===== config.mk =====
export PLATFORM = sky130hd
export DESIGN_NAME = joystick_joint_jog_integrator_core
export DESIGN_NICKNAME = d
export VERILOG_FILES = /design/src/hdl/jjji_pkg.sv /design/src/hdl/joystick_joint_jog_integrator_core.sv /design/src/hdl/jjji_lane.sv /design/src/hdl/jjji_merge.sv
export SDC_FILE = /design/constraint.sdc
export NUM_CORES = 2
export LEC_CHECK = 0
export ABC_AREA = 1
export BUFFER_PORTS_ARGS = -buffer_cell sky130_fd_sc_hd__buf_2
export CORE_MARGIN = 3
export CORE_UTILIZATION = 58
export CTS_CLUSTER_SIZE = 40
export DETAILED_ROUTE_END_ITERATION = 16
export PLACE_DENSITY = 0.77
export SYNTH_ARGS = -nofsm -noshare
export SYNTH_HDL_FRONTEND = slang
export SYNTH_SLANG_ARGS = --single-unit

===== constraint.sdc =====
create_clock -name clk -period 27.2 [get_ports clk]
set_clock_uncertainty 0.1 [all_clocks]
set_input_delay 5.44 -clock clk [delete_from_list [all_inputs] [get_ports clk]]
set_output_delay 5.44 -clock clk [all_outputs]
set_load 0.02 [all_outputs]

===== src/hdl/jjji_pkg.sv =====
// ----------------------------------------------------------------------------
// jjji_pkg: shared types, constants and arithmetic helpers
// Payload structs, register codes, joint limits and the fixed-point helpers
// used by the jog integrator lanes and the top level.
// ----------------------------------------------------------------------------
package jjji_pkg;

	localparam int ARM_JOINTS_DEF = 5;
	localparam int MAX_ARM        = 5;
	localparam int NSLOT          = 6;
	localparam int GRIP_SLOT      = 5;

	localparam int CFG_W     = 15;
	localparam int CFG_IDX_W = 2;

	localparam int PROD_W  = 30;
	localparam int DELTA_W = 13;
	localparam int RATE_W  = 17;

	localparam logic [14:0] DEADZONE_RST     = 15'd4915;
	localparam logic [11:0] JOINT_STEP_RST   = 12'd111;
	localparam logic [11:0] GRIPPER_STEP_RST = 12'd98;
	localparam logic [11:0] MIN_GOAL_RST     = 12'd4;

	localparam logic ACT_REPORT = 1'b0;
	localparam logic ACT_TICK   = 1'b1;

	localparam logic signed [RATE_W-1:0] RATE_FULL = 17'sd32768;

	typedef enum logic [CFG_IDX_W-1:0] {
		CFG_DEADZONE     = 2'd0,
		CFG_JOINT_STEP   = 2'd1,
		CFG_GRIPPER_STEP = 2'd2,
		CFG_MIN_GOAL     = 2'd3
	} cfg_reg_t;

	typedef enum logic [1:0] {
		XS_IDLE,
		XS_EVAL,
		XS_COMMIT
	} xstate_t;

	typedef struct packed {
		logic               action;
		logic [2:0]         joint_index;
		logic signed [15:0] joint_position;
		logic               joy_present;
		logic signed [15:0] stick_left_x;
		logic signed [15:0] stick_left_y;
		logic signed [15:0] stick_right_x;
		logic signed [15:0] stick_right_y;
		logic signed [15:0] trigger_left;
		logic signed [15:0] trigger_right;
		logic               bumper_left;
		logic               bumper_right;
	} in_item_t;

	typedef struct packed {
		logic               arm_goal_valid;
		logic signed [15:0] shoulder_rotate_target;
		logic signed [15:0] shoulder_pitch_target;
		logic signed [15:0] elbow_target;
		logic signed [15:0] wrist_pitch_target;
		logic signed [15:0] wrist_roll_target;
		logic               gripper_goal_valid;
		logic signed [15:0] gripper_target;
	} out_item_t;

	// Per-cycle controls that the top level hands to every lane.
	typedef struct packed {
		logic ld1;
		logic ld2;
		logic ld3;
		logic ld4;
		logic eval;
		logic commit;
		logic active;
		logic arm_send;
		logic held_valid;
	} jjji_lane_ctl_t;

	typedef struct packed {
		logic active;
		logic reach;
	} jjji_merge_t;

	function automatic logic signed [15:0] limit_lo(input logic [2:0] slot);
		logic signed [15:0] r;
		case (slot)
			3'd0:    r = -16'sd8028;
			3'd1:    r = -16'sd7148;
			3'd2:    r = -16'sd6144;
			3'd3:    r = -16'sd6791;
			3'd4:    r = -16'sd11264;
			3'd5:    r = -16'sd734;
			default: r = '0;
		endcase
		return r;
	endfunction

	function automatic logic signed [15:0] limit_hi(input logic [2:0] slot);
		logic signed [15:0] r;
		case (slot)
			3'd0:    r = 16'sd8028;
			3'd1:    r = 16'sd7148;
			3'd2:    r = 16'sd6144;
			3'd3:    r = 16'sd6791;
			3'd4:    r = 16'sd11264;
			3'd5:    r = 16'sd6434;
			default: r = '0;
		endcase
		return r;
	endfunction

	function automatic logic signed [15:0] clamp_slot(input logic signed [16:0] v,
		input logic [2:0] slot);
		logic signed [15:0] lo;
		logic signed [15:0] hi;
		logic signed [15:0] r;
		lo = limit_lo(slot);
		hi = limit_hi(slot);
		if (v < 17'(lo)) begin
			r = lo;
		end else if (v > 17'(hi)) begin
			r = hi;
		end else begin
			r = 16'(v);
		end
		return r;
	endfunction

	// An axis whose magnitude is below the deadzone reads zero.
	function automatic logic signed [15:0] dz_axis(input logic signed [15:0] v,
		input logic [14:0] dz);
		logic [16:0] mag;
		mag = v[15] ? 17'(-(17'(v))) : 17'(v);
		return (mag < {2'b00, dz}) ? 16'sd0 : v;
	endfunction

	function automatic logic signed [RATE_W-1:0] lane_rate(input in_item_t it,
		input int lane, input logic [14:0] dz);
		logic signed [RATE_W-1:0] r;
		case (lane)
			0: r = RATE_W'(dz_axis(it.stick_left_x, dz));
			1: r = RATE_W'(dz_axis(it.stick_left_y, dz));
			2: r = RATE_W'(dz_axis(it.stick_right_y, dz));
			3: r = RATE_W'(dz_axis(it.stick_right_x, dz));
			4: begin
				if (it.bumper_right && !it.bumper_left) begin
					r = RATE_FULL;
				end else if (it.bumper_left && !it.bumper_right) begin
					r = -RATE_FULL;
				end else begin
					r = '0;
				end
			end
			default: r = '0;
		endcase
		return r;
	endfunction

	// Divide by 2^sh, rounding to nearest with ties away from zero.
	function automatic logic signed [DELTA_W-1:0] round_shift(
		input logic signed [PROD_W-1:0] p, input int sh);
		logic [PROD_W-1:0] mag;
		logic [PROD_W-1:0] q;
		logic signed [DELTA_W-1:0] qs;
		mag = p[PROD_W-1] ? PROD_W'(-p) : PROD_W'(p);
		q = (mag + (PROD_W'(1) << (sh - 1))) >> sh;
		qs = signed'(q[DELTA_W-1:0]);
		return p[PROD_W-1] ? -qs : qs;
	endfunction

endpackage


===== src/hdl/joystick_joint_jog_integrator_core.sv =====
// ----------------------------------------------------------------------------
// joystick_joint_jog_integrator_core: joint jog integrator for arm and gripper
// A tick passes stages s1, s2 and s3, the shared state stage and the output
// register. The three front stages take an item every cycle unless the state
// stage holds them back; it ends a report or a dropped tick in evaluate and an
// evaluated tick after evaluate, then commit, where a sending commit waits
// while out_stall holds a result. Reset restores register defaults, clears the
// measured positions and known flags and drops the held target.
// ----------------------------------------------------------------------------
module joystick_joint_jog_integrator_core #(
	parameter int ARM_JOINTS = jjji_pkg::ARM_JOINTS_DEF
) (
	input  logic                           clk,
	input  logic                           arst_n,
	input  logic                           in_valid,
	output logic                           in_stall,
	input  jjji_pkg::in_item_t             in_item,
	output logic                           out_valid,
	input  logic                           out_stall,
	output jjji_pkg::out_item_t            out_item,
	input  logic                           cfg_we,
	input  logic [jjji_pkg::CFG_IDX_W-1:0] cfg_index,
	input  logic [jjji_pkg::CFG_W-1:0]     cfg_data
);
	import jjji_pkg::*;

	localparam int LANES = (ARM_JOINTS < MAX_ARM) ? ARM_JOINTS : MAX_ARM;

	typedef struct packed {
		logic               action;
		logic [2:0]         joint_index;
		logic signed [15:0] joint_position;
		logic               joy_present;
	} tag_t;

	// Configuration
	logic [14:0] dz_q;
	logic [11:0] jstep_q;
	logic [11:0] gstep_q;
	logic [11:0] min_step_q;

	// Front pipeline
	logic v_s1, v_s2, v_s3;
	tag_t tag_s1, tag_s2, tag_s3, tag_s4;
	logic signed [16:0]        n_s1;
	logic signed [PROD_W-1:0]  gprod_s2;
	logic                      gok_s2;
	logic signed [DELTA_W-1:0] gd_s3, gd_s4;
	logic                      gok_s3, gok_s4;
	logic [16:0]               gabs;

	// State
	xstate_t            x_state, x_next;
	logic signed [15:0] meas_q [NSLOT];
	logic [NSLOT-1:0]   known_q;
	logic               held_valid_q;
	logic signed [15:0] gtgt_q;
	logic               gsend_q;
	logic signed [16:0] gsum;

	// Output register
	logic      out_valid_q;
	out_item_t out_item_q;

	// Flow control
	logic free1, free2, free3, x_free;
	logic in_acc, ld2, ld3, x_load;
	logic x_done, eval, commit, meas_we, out_free;
	logic all_known, arm_send, grip_send, send;

	jjji_lane_ctl_t          lctl;
	jjji_merge_t             mres;
	logic [LANES-1:0]        lane_nz;
	logic [LANES-1:0][15:0]  lane_adiff;
	logic [LANES-1:0][15:0]  lane_tgt;
	logic signed [15:0]      tgt5 [MAX_ARM];

	// ---------------- flow control ----------------
	assign out_free = !out_valid_q || !out_stall;
	assign free3    = !v_s3 || x_free;
	assign free2    = !v_s2 || free3;
	assign free1    = !v_s1 || free2;
	assign in_stall = !free1;
	assign in_acc   = in_valid && free1;
	assign ld2      = v_s1 && free2;
	assign ld3      = v_s2 && free3;
	assign x_load   = v_s3 && x_free;

	assign all_known = &known_q[LANES-1:0];
	assign arm_send  = mres.active && mres.reach;
	assign grip_send = gsend_q && (!mres.active || mres.reach);
	assign send      = arm_send || grip_send;

	always_comb begin
		x_next  = x_state;
		x_done  = 1'b0;
		eval    = 1'b0;
		commit  = 1'b0;
		meas_we = 1'b0;
		case (x_state)
			XS_IDLE: begin
			end
			XS_EVAL: begin
				if (tag_s4.action == ACT_REPORT) begin
					x_done  = 1'b1;
					meas_we = (tag_s4.joint_index < 3'(NSLOT));
				end else if (!tag_s4.joy_present || !all_known) begin
					x_done = 1'b1;
				end else begin
					eval   = 1'b1;
					x_next = XS_COMMIT;
				end
			end
			XS_COMMIT: begin
				if (!send || out_free) begin
					x_done = 1'b1;
					commit = 1'b1;
				end
			end
			default: begin
				x_next = XS_IDLE;
			end
		endcase
		x_free = (x_state == XS_IDLE) || x_done;
		if (x_free) begin
			x_next = v_s3 ? XS_EVAL : XS_IDLE;
		end
	end

	always_ff @(posedge clk or negedge arst_n) begin
		if (!arst_n) begin
			x_state <= XS_IDLE;
		end else begin
			x_state <= x_next;
		end
	end

	always_ff @(posedge clk or negedge arst_n) begin
		if (!arst_n) begin
			v_s1 <= 1'b0;
			v_s2 <= 1'b0;
			v_s3 <= 1'b0;
		end else begin
			v_s1 <= in_acc || (v_s1 && !free2);
			v_s2 <= ld2 || (v_s2 && !free3);
			v_s3 <= ld3 || (v_s3 && !x_free);
		end
	end

	// ---------------- configuration ----------------
	always_ff @(posedge clk or negedge arst_n) begin
		if (!arst_n) begin
			dz_q       <= DEADZONE_RST;
			jstep_q    <= JOINT_STEP_RST;
			gstep_q    <= GRIPPER_STEP_RST;
			min_step_q <= MIN_GOAL_RST;
		end else if (cfg_we) begin
			case (cfg_reg_t'(cfg_index))
				CFG_DEADZONE:     dz_q       <= cfg_data[14:0];
				CFG_JOINT_STEP:   jstep_q    <= cfg_data[11:0];
				CFG_GRIPPER_STEP: gstep_q    <= cfg_data[11:0];
				CFG_MIN_GOAL:     min_step_q <= cfg_data[11:0];
				default: begin
				end
			endcase
		end
	end

	// ---------------- gripper front path ----------------
	assign gabs = n_s1[16] ? 17'(-n_s1) : 17'(n_s1);

	always_ff @(posedge clk) begin
		if (in_acc) begin
			tag_s1.action         <= in_item.action;
			tag_s1.joint_index    <= in_item.joint_index;
			tag_s1.joint_position <= in_item.joint_position;
			tag_s1.joy_present    <= in_item.joy_present;
			n_s1 <= 17'(dz_axis(in_item.trigger_left, dz_q))
				- 17'(dz_axis(in_item.trigger_right, dz_q));
		end
		if (ld2) begin
			tag_s2   <= tag_s1;
			gprod_s2 <= PROD_W'(n_s1) * PROD_W'($signed({1'b0, gstep_q}));
			gok_s2   <= (gabs >= {1'b0, dz_q, 1'b0});
		end
		if (ld3) begin
			tag_s3 <= tag_s2;
			gd_s3  <= round_shift(gprod_s2, 16);
			gok_s3 <= gok_s2;
		end
		if (x_load) begin
			tag_s4 <= tag_s3;
			gd_s4  <= gd_s3;
			gok_s4 <= gok_s3;
		end
	end

	// ---------------- measured state and gripper evaluation ----------------
	assign gsum = 17'(meas_q[GRIP_SLOT]) + 17'(gd_s4);

	always_ff @(posedge clk or negedge arst_n) begin
		if (!arst_n) begin
			for (int i = 0; i < NSLOT; i++) begin
				meas_q[i] <= '0;
			end
			known_q      <= '0;
			held_valid_q <= 1'b0;
		end else begin
			if (meas_we) begin
				meas_q[tag_s4.joint_index]  <= tag_s4.joint_position;
				known_q[tag_s4.joint_index] <= 1'b1;
			end
			if (commit) begin
				held_valid_q <= 1'b1;
			end
		end
	end

	always_ff @(posedge clk) begin
		if (eval) begin
			gtgt_q  <= clamp_slot(gsum, 3'(GRIP_SLOT));
			gsend_q <= known_q[GRIP_SLOT] && gok_s4;
		end
	end

	// ---------------- lanes and merge ----------------
	always_comb begin
		lctl.ld1        = in_acc;
		lctl.ld2        = ld2;
		lctl.ld3        = ld3;
		lctl.ld4        = x_load;
		lctl.eval       = eval;
		lctl.commit     = commit;
		lctl.active     = mres.active;
		lctl.arm_send   = arm_send;
		lctl.held_valid = held_valid_q;
	end

	for (genvar g = 0; g < LANES; g++) begin : g_lane
		jjji_lane #(
			.LANE (g)
		) u_lane (
			.clk   (clk),
			.item  (in_item),
			.dz    (dz_q),
			.step  (jstep_q),
			.ctl   (lctl),
			.meas  (meas_q[g]),
			.nz    (lane_nz[g]),
			.adiff (lane_adiff[g]),
			.tgt   (lane_tgt[g])
		);
	end

	jjji_merge #(
		.LANES (LANES)
	) u_merge (
		.adiff    (lane_adiff),
		.nz       (lane_nz),
		.min_step (min_step_q),
		.res      (mres)
	);

	for (genvar g = 0; g < MAX_ARM; g++) begin : g_tgt
		if (g < LANES) begin : g_used
			assign tgt5[g] = lane_tgt[g];
		end else begin : g_unused
			assign tgt5[g] = '0;
		end
	end

	// ---------------- output register ----------------
	always_ff @(posedge clk or negedge arst_n) begin
		if (!arst_n) begin
			out_valid_q <= 1'b0;
		end else begin
			out_valid_q <= (commit && send) || (out_valid_q && out_stall);
		end
	end

	always_ff @(posedge clk) begin
		if (commit && send) begin
			out_item_q.arm_goal_valid         <= arm_send;
			out_item_q.shoulder_rotate_target <= arm_send ? tgt5[0] : '0;
			out_item_q.shoulder_pitch_target  <= arm_send ? tgt5[1] : '0;
			out_item_q.elbow_target           <= arm_send ? tgt5[2] : '0;
			out_item_q.wrist_pitch_target     <= arm_send ? tgt5[3] : '0;
			out_item_q.wrist_roll_target      <= arm_send ? tgt5[4] : '0;
			out_item_q.gripper_goal_valid     <= grip_send;
			out_item_q.gripper_target         <= grip_send ? gtgt_q : '0;
		end
	end

	assign out_valid = out_valid_q;
	assign out_item  = out_item_q;

	// ---------------- assertions ----------------
	a_result_has_goal: assert property (@(posedge clk) disable iff (!arst_n)
		out_valid |-> (out_item.arm_goal_valid || out_item.gripper_goal_valid))
		else $error("result transfer carries neither an arm nor a gripper goal");

	a_commit_after_eval: assert property (@(posedge clk) disable iff (!arst_n)
		(x_state == XS_COMMIT) |-> $past(x_state == XS_EVAL || x_state == XS_COMMIT))
		else $error("commit phase entered without an evaluation");

	a_held_stays_valid: assert property (@(posedge clk) disable iff (!arst_n)
		!$fell(held_valid_q))
		else $error("held target lost its valid flag");

	a_unsent_arm_zero: assert property (@(posedge clk) disable iff (!arst_n)
		(out_valid && !out_item.arm_goal_valid) |->
		(out_item.shoulder_rotate_target == '0 && out_item.wrist_roll_target == '0))
		else $error("arm target fields not cleared on a gripper-only result");

endmodule


===== src/hdl/jjji_lane.sv =====
// ----------------------------------------------------------------------------
// jjji_lane: one arm joint of the jog integrator
// Deadzones its axis (lane 4: bumpers), scales by the joint step, rounds; at
// evaluation steps the held target, clamps to joint limits, measures the move.
// ----------------------------------------------------------------------------
module jjji_lane #(
	parameter int LANE = 0
) (
	input  logic                     clk,
	input  jjji_pkg::in_item_t       item,
	input  logic [14:0]              dz,
	input  logic [11:0]              step,
	input  jjji_pkg::jjji_lane_ctl_t ctl,
	input  logic signed [15:0]       meas,
	output logic                     nz,
	output logic [15:0]              adiff,
	output logic signed [15:0]       tgt
);
	import jjji_pkg::*;

	logic signed [RATE_W-1:0]  rate;
	logic signed [PROD_W-1:0]  prod_s1;
	logic                      nz_s1;
	logic signed [DELTA_W-1:0] d_s2;
	logic                      nz_s2;
	logic signed [DELTA_W-1:0] d_s3;
	logic                      nz_s3;
	logic signed [DELTA_W-1:0] d_s4;
	logic                      nz_s4;

	logic signed [15:0] base;
	logic signed [16:0] sum;
	logic signed [15:0] tgt_new;
	logic signed [16:0] diff;

	logic signed [15:0] base_q;
	logic signed [15:0] tgt_q;
	logic [15:0]        adiff_q;
	logic signed [15:0] held_q;

	assign rate = lane_rate(item, LANE, dz);

	always_comb begin
		base    = ctl.held_valid ? held_q : meas;
		sum     = 17'(base) + 17'(d_s4);
		tgt_new = clamp_slot(sum, 3'(LANE));
		diff    = 17'(tgt_new) - 17'(base);
	end

	always_ff @(posedge clk) begin
		if (ctl.ld1) begin
			prod_s1 <= PROD_W'(rate) * PROD_W'($signed({1'b0, step}));
			nz_s1   <= (rate != '0);
		end
		if (ctl.ld2) begin
			d_s2  <= round_shift(prod_s1, 15);
			nz_s2 <= nz_s1;
		end
		if (ctl.ld3) begin
			d_s3  <= d_s2;
			nz_s3 <= nz_s2;
		end
		if (ctl.ld4) begin
			d_s4  <= d_s3;
			nz_s4 <= nz_s3;
		end
		if (ctl.eval) begin
			base_q  <= base;
			tgt_q   <= tgt_new;
			adiff_q <= diff[16] ? 16'(-diff) : 16'(diff);
		end
		// A skipped move keeps the base, which is the measured position the
		// first time the target is taken.
		if (ctl.commit) begin
			if (ctl.active) begin
				held_q <= ctl.arm_send ? tgt_q : base_q;
			end else begin
				held_q <= meas;
			end
		end
	end

	assign nz    = nz_s4;
	assign adiff = adiff_q;
	assign tgt   = tgt_q;

endmodule


===== src/hdl/jjji_merge.sv =====
// ----------------------------------------------------------------------------
// jjji_merge: combines the lane results of one tick
// Finds whether any lane moves and whether the largest joint change reaches
// the minimum goal step.
// ----------------------------------------------------------------------------
module jjji_merge #(
	parameter int LANES = 5
) (
	input  logic [LANES-1:0][15:0] adiff,
	input  logic [LANES-1:0]       nz,
	input  logic [11:0]            min_step,
	output jjji_pkg::jjji_merge_t  res
);
	import jjji_pkg::*;

	logic [15:0] maxd;

	always_comb begin
		maxd = '0;
		for (int i = 0; i < LANES; i++) begin
			if (adiff[i] > maxd) begin
				maxd = adiff[i];
			end
		end
		res.active = |nz;
		res.reach  = (maxd >= {4'b0000, min_step});
	end

endmodule

Word level (Yosys, flattened, before mapping)
Cells that the tools add are included.

Bits of input ports: 141. Logic and storage cells: 343. Register bits: 1116. Output and inout port bits: 100.

Eq/ne operators: 8. Multipliers: 6. Muxes and demuxes: 86. Bitwise gates (word level): 2. $add $sub $neg: 42. Magnitude comparators: 30. Reduce and logical (&&, ||, !) cells: 59.

Operators by type and width (number): $mux 16 (46); $mux 17 (9); $add 28x15->28 const B (5); $mux 28 (5); $neg 28->28 (5); $mul 16x13->29 (4); $add 16x13->17 (6); $lt 17x15->1 (6); $neg 16->17 (6); $sub 16x16->17 (6); $bwmux 96 (1); $reduce_bool 17->1 (5); $neg 16->16 (5); $mux 13 (6); $neg 13->13 (6); $gt 17x14->1 const B (4); $lt 17x14->1 const B (4); $gt 16x16->1 (4); $mul 17x13->30 (2); $demux 16 s3 (1); $add 29x16->29 const B (1); $mux 29 (1); $neg 29->29 (1); $ge 17x16->1 (1); 32 further kinds (93).

Depth between registers and ports, before layout
Depth after elaboration: 24. Mapped depth: 73. Gate-level depth less buffers: 68.

Cells and area by module
From an unflattened synthesis, not the netlist that was laid out.

Cell total of the unflattened synthesis: 12301. Area total of the unflattened synthesis: 104323.8 sq um.

By module, submodules not included: joystick_joint_jog_integrator_core (cells each 3021, times used 1, area each 27904.3 sq um); jjji_lane (g_lane[0].u_lane) (cells each 1967, times used 1, area each 16295.6 sq um); jjji_lane (g_lane[1].u_lane) (cells each 1970, times used 1, area each 16189.3 sq um); jjji_lane (g_lane[3].u_lane) (cells each 1913, times used 1, area each 16002.8 sq um); jjji_lane (g_lane[2].u_lane) (cells each 1909, times used 1, area each 15929.0 sq um); jjji_lane (g_lane[4].u_lane) (cells each 1100, times used 1, area each 9246.4 sq um); jjji_merge (cells each 421, times used 1, area each 2756.4 sq um).

Least setup slack after synthesis
OpenSTA, ideal clock, no wires.

Path type: reg2reg. Start point: register g_lane[1].u_lane.adiff_q[7]. End point: register g_lane[0].u_lane.nz_s1, enable pin. Cell stages (with the launch flop): 65. Period minus slack after synthesis: 16.471 ns. Data arrival time: 15.662 ns. Path slack: 10.729 ns. Path through: edfxtp_1 > ha_1 > a21o_1 > nor2_1 > nand2_1 > nand2_1 > nand2_2 > nand2_2 > clkbuf_1 > clkbuf_1 > nand2_1 > o21ai_0 > ha_1 > a21oi_1 > nor2_1 > a211oi_1 > o21a_1 > o211a_1 > [29 not listed] > a21boi_0 > o21a_1 > o21ai_0 > nand2_1 > a21oi_1 > o21bai_1 > a21oi_1 > o21bai_1 > a21oi_1 > o211a_1 > nand3_2 > nand3_1 > nand2_1 > nand2_1 > nand2_1 > nand4_1 > nor2_1 > nor2_1.

Word-level cells in the longest chain between the ends: 21. Elaborated cells on any way between the ends: 22. Those cells by class: order compare: 5; mux: 6; reduce/logical: 11.

RTL lines: start: declaration (line jjji_lane.sv:38) `logic [15:0] adiff_q;`; start signal: assignment (line jjji_lane.sv:70) `adiff_q <= diff[16] ? 16'(-diff) : 16'(diff);`; $gt 16x16->1 (line jjji_merge.sv:21) `if (adiff[i] > maxd) begin`; $mux 16 (*) (line jjji_merge.sv:21); $gt 16x16->1 (line jjji_merge.sv:21); $mux 16 (*) (line jjji_merge.sv:21); $gt 16x16->1 (line jjji_merge.sv:21); $mux 16 (*) (line jjji_merge.sv:21); $gt 16x16->1 (line jjji_merge.sv:21); $mux 16 (*) (line jjji_merge.sv:21); [6 not listed]; $mux 1 (*) (line joystick_joint_jog_integrator_core.sv:115) `if (!send || out_free) begin`; $pmux 1 s2 (*) (line joystick_joint_jog_integrator_core.sv:100) `case (x_state)`; $logic_or 1x1->1 (*) (line joystick_joint_jog_integrator_core.sv:124) `x_free = (x_state == XS_IDLE) || x_done;`; $logic_or 1x1->1 (*) (line joystick_joint_jog_integrator_core.sv:80) `assign free3 = !v_s3 || x_free;`; $logic_or 1x1->1 (*) (line joystick_joint_jog_integrator_core.sv:81) `assign free2 = !v_s2 || free3;`; $logic_or 1x1->1 (*) (line joystick_joint_jog_integrator_core.sv:82) `assign free1 = !v_s1 || free2;`; $logic_and 1x1->1 (*) (line joystick_joint_jog_integrator_core.sv:84) `assign in_acc = in_valid && free1;`; via in_acc (line joystick_joint_jog_integrator_core.sv:67) `logic in_acc, ld2, ld3, x_load;`; end signal: assignment (line jjji_lane.sv:53) `nz_s1 <= (rate != '0);`; end: declaration (line jjji_lane.sv:23) `logic nz_s1;`.

Mark *: on every way through the listed nets, which the timed path passes. The rest lies on a longest branch. A chain may end at the register's enable or synchronous reset.

Worst setup path in the final report
Start point: register g_lane[1].u_lane.adiff_q[15]. End point: output port in_stall.

Word-level cells in the longest chain between the ends: 21. Elaborated cells on any way between the ends: 22. Those cells by class: order compare: 5; mux: 6; reduce/logical: 11.

RTL lines: $gt 16x16->1 (line jjji_merge.sv:21); $mux 16 (*) (line jjji_merge.sv:21); $gt 16x16->1 (line jjji_merge.sv:21); $mux 16 (*) (line jjji_merge.sv:21); $gt 16x16->1 (line jjji_merge.sv:21); $mux 16 (*) (line jjji_merge.sv:21); $gt 16x16->1 (line jjji_merge.sv:21); $mux 16 (*) (line jjji_merge.sv:21); [5 not listed]; $logic_or 1x1->1 (*) (line joystick_joint_jog_integrator_core.sv:115); $mux 1 (*) (line joystick_joint_jog_integrator_core.sv:115); $pmux 1 s2 (*) (line joystick_joint_jog_integrator_core.sv:100); $logic_or 1x1->1 (*) (line joystick_joint_jog_integrator_core.sv:124); $logic_or 1x1->1 (*) (line joystick_joint_jog_integrator_core.sv:80); $logic_or 1x1->1 (*) (line joystick_joint_jog_integrator_core.sv:81); $logic_or 1x1->1 (*) (line joystick_joint_jog_integrator_core.sv:82); $logic_not 1->1 (*) (line joystick_joint_jog_integrator_core.sv:83) `assign in_stall = !free1;`; end: declaration (line joystick_joint_jog_integrator_core.sv:16) `output logic in_stall,`.

Mark *: on every way between the ends. The rest lies on a longest branch, timed or not.

==> metrics.cfg <==
[outcome]
status = finished, final reports clean

[grt]
overflow = 0
grt_pass1_wl_mm = 385.6
grt_max_degree = 165
grtUsageTotal_pct = 29.16
grt_pass1_vias = 70600
antenna_found_initial = 21

[timing]
drv_slew = 0
finalSetupViolCount = 0
relSlewSlack_pct = 18.03
period_share_pct = 60.94
rsz0062_at_grt = false
max_freq_mhz = 60.33
finalHoldViolCount = 0
period_needed_ns = 16.57
totalNegativeSetupSlack_ns = 0
worst_slew_pin_slew_ns = 1.227

[critical_path]
cp_max_fo = 31
crit_path_start_kind = register
endpoint_kind = output port
worstSetupPathType = register to output port
slowest_stage = and2_1
crit_required_ns = 21.66
slowest_delay_ns = 0.63
critical_path.most_common_cell = nand2_1
crit_arrival_ns = 11.03

[die]
die_height_um = 410.6
start_util_pct = 58.74
fp.coreArea_mm2 = 0.1617
die_x_um = 410.6
io_pins = 241
die-area_mm2 = 0.1686
rows = 147

[clock_tree]
cts_sinks = 1100
clockBufferDepth = 3
cts-buffers-inserted = 119
clkSlewWorstSetupHoldPaths_ns = 0.07
post-cts-setup-buffers = 0
post_cts_resize_count = 0
root_buffer = clkbuf_16
postCtsHoldBufs = 0
clock_latency_ns = 0.78
cts_tree = built
htreeDepth = 3

[drt]
drtAntennaViolNets = 0
post_drt_wl_per_cell_um = 19.62
num_vias = 69010
first_pass_iters = 6
wl_mm = 243.5
routed_via_density = 5.560
drc = 0
drt_iter0_markers = 5988

[flow_run]
drv_cap = 0

[synthesis]
synthMostInstantiatedCell = inv_1
yosys.area_share.simple_pct = 12.74
synth_edf_count = 940
syn_area_per_cell_um2 = 9.519
synth_top_area_share_pct = 29.73
yosys_warnings = 0
yosys-top-cells-area = edfxtp_1 (30%), fa_1 (20%), ha_1 (10%)
yosys.area_share.adder_pct = 30.15
synthArstFlopShare_pct = 14.55
synth_compound_area_share_pct = 7.335
synth_flop_cell = edfxtp_1
syn_nets = 11840
syn-cell-area_mm2 = 0.09496
ys_types = 74
syn_inst = 9976
seq_area_frac_synth_pct = 33.96
synth_largest_area_cell = edfxtp_1
synth_xor_area_share_pct = 6.285
synth_common_cells = inv_1 (2096), nand2_1 (1522), fa_1 (950)
synth_mux_area_share_pct = 0
ys_ff_latch = 1100
synth_top_family_by_area = adder cells

[finish]
fin_nets = 11990
drive_gt1_share_pct = 6.878
area_delta_synth_final_pct = 7.896

[hold_path]
hp-class = register to register

[place]
gp_congestion = 0.9451
dp_hpwl_mm = 185.5
port_buffers = 240

## metrics by stage
stage	area [um2]	instances	hold WS [ns]	utilization, %	setup WS, ns
2_1_floorplan	94960	9976	0.3003	-	10.73
3_3_place_gp	98250	12170	0.3008	60.77	11.63
3_5_place_dp	98250	12170	0.3045	60.77	11.51
4_1_cts	102400	12400	0.2802	63.35	10.55
5_1_grt	102400	12400	0.2904	63.35	9.595
6_report	102500	12410	0.3026	63.37	10.63
## worst paths after layout
kind | to | cells after the start | slack, ns | start
setup / recovery | in_stall | 56 | 10.63 | g_lane[1].u_lane.adiff[15]$_DFFE_PP_
min in group asynchronous | meas_q[94]$_DFFE_PN0P_ | 1 | 4.57 | arst_n
hold / removal | g_lane[2].u_lane.d_s4[3]$_DFFE_PP_ | 0 | 0.30 | g_lane[2].u_lane.d_s3[3]$_DFFE_PP_
setup reg to reg | g_lane[3].u_lane.prod_s1[14]$_DFFE_PP_ | 57 | 15.09 | g_lane[1].u_lane.adiff[15]$_DFFE_PP_
max in group asynchronous | jstep_q[4]$_DFFE_PN0P_ | 3 | 20.27 | arst_n
hold reg to reg | g_lane[2].u_lane.d_s4[3]$_DFFE_PP_ | 0 | 0.30 | g_lane[2].u_lane.d_s3[3]$_DFFE_PP_
## placed cells by master (no fill, tap or decap), types with 49 or more instances in the layout
master | synthesis | layout
nor3_1 | 92 | 92
fa_1 | 950 | 950
edfxtp_1 | 940 | 940
xor2_1 | 488 | 488
o21ai_0 | 446 | 446
a221o_1 | 80 | 80
clkbuf_16 | 0 | 121
nand2_1 | 1522 | 1522
buf_2 | 23 | 239
inv_1 | 2096 | 2089
ha_1 | 768 | 768
nand3_1 | 217 | 217
dfrtp_1 | 143 | 141
xnor2_1 | 181 | 181
a21oi_1 | 415 | 415
nor2_1 | 789 | 786
or2_2 | 95 | 95
o21bai_1 | 49 | 49
## worst max-delay path: cells and delay by family (launching register included)
kind                     cells  cell delay (ns)
flip-flops                   1             0.41
AND/OR/NAND/NOR             24             4.25
AO/OA/AOI/OAI               23             3.45
buffers and inverters        4             0.42
adder cells (fa/ha/maj)      5             1.71
## flip-flops by register name, indices dropped and copies added, names as in the netlist, 30 cells and up
| register | flops |
|---|---|
| g_lane.u_lane.held_q | 80 |
| g_lane.u_lane.d_s3 | 65 |
| g_lane.u_lane.prod_s1 | 130 |
| g_lane.u_lane.adiff | 80 |
| out_item | 98 |
| g_lane.u_lane.tgt | 80 |
| g_lane.u_lane.base_q | 80 |
| g_lane.u_lane.d_s2 | 65 |
| gprod_s2 | 30 |
| meas_q | 96 |
| g_lane.u_lane.d_s4 | 65 |
## layer usage
layer	part of all wire [%]	vias to the layer above	global-route usage, %
li1	-	31910	-
met1	41	33610	39.34
met2	46	2927	47.26
met3	8.3	566	4.833
met4	4.3	8	11.65
met5	0.020	-	0
## logic make-up after synthesis
| kind of cell | Yosys count |
|---|---|
| flip-flops | 1100 |
| XOR/XNOR | 675 |
| AO/OA/AOI/OAI | 1195 |
| adder cells (fa/ha/maj) | 1718 |
| AND/OR/NAND/NOR | 2893 |
| buffers and inverters | 2395 |
## final cells by class
cell class / instances / area [um2]
fillers: 12870 / 59210
clock inverters: 84 / 1045
multi-input cells: 6481 / 53680
clock buffers: 142 / 3117
repair buffers: 282 / 1548
inverters: 2146 / 8069
flip-flops and latches: 1100 / 32250
diodes: 17 / 42.54
well taps: 2160 / 2703
Power is left out: the tool's default activity adds up to more than one toggle a clock period on the data nets, which glitch-free logic cannot reach.
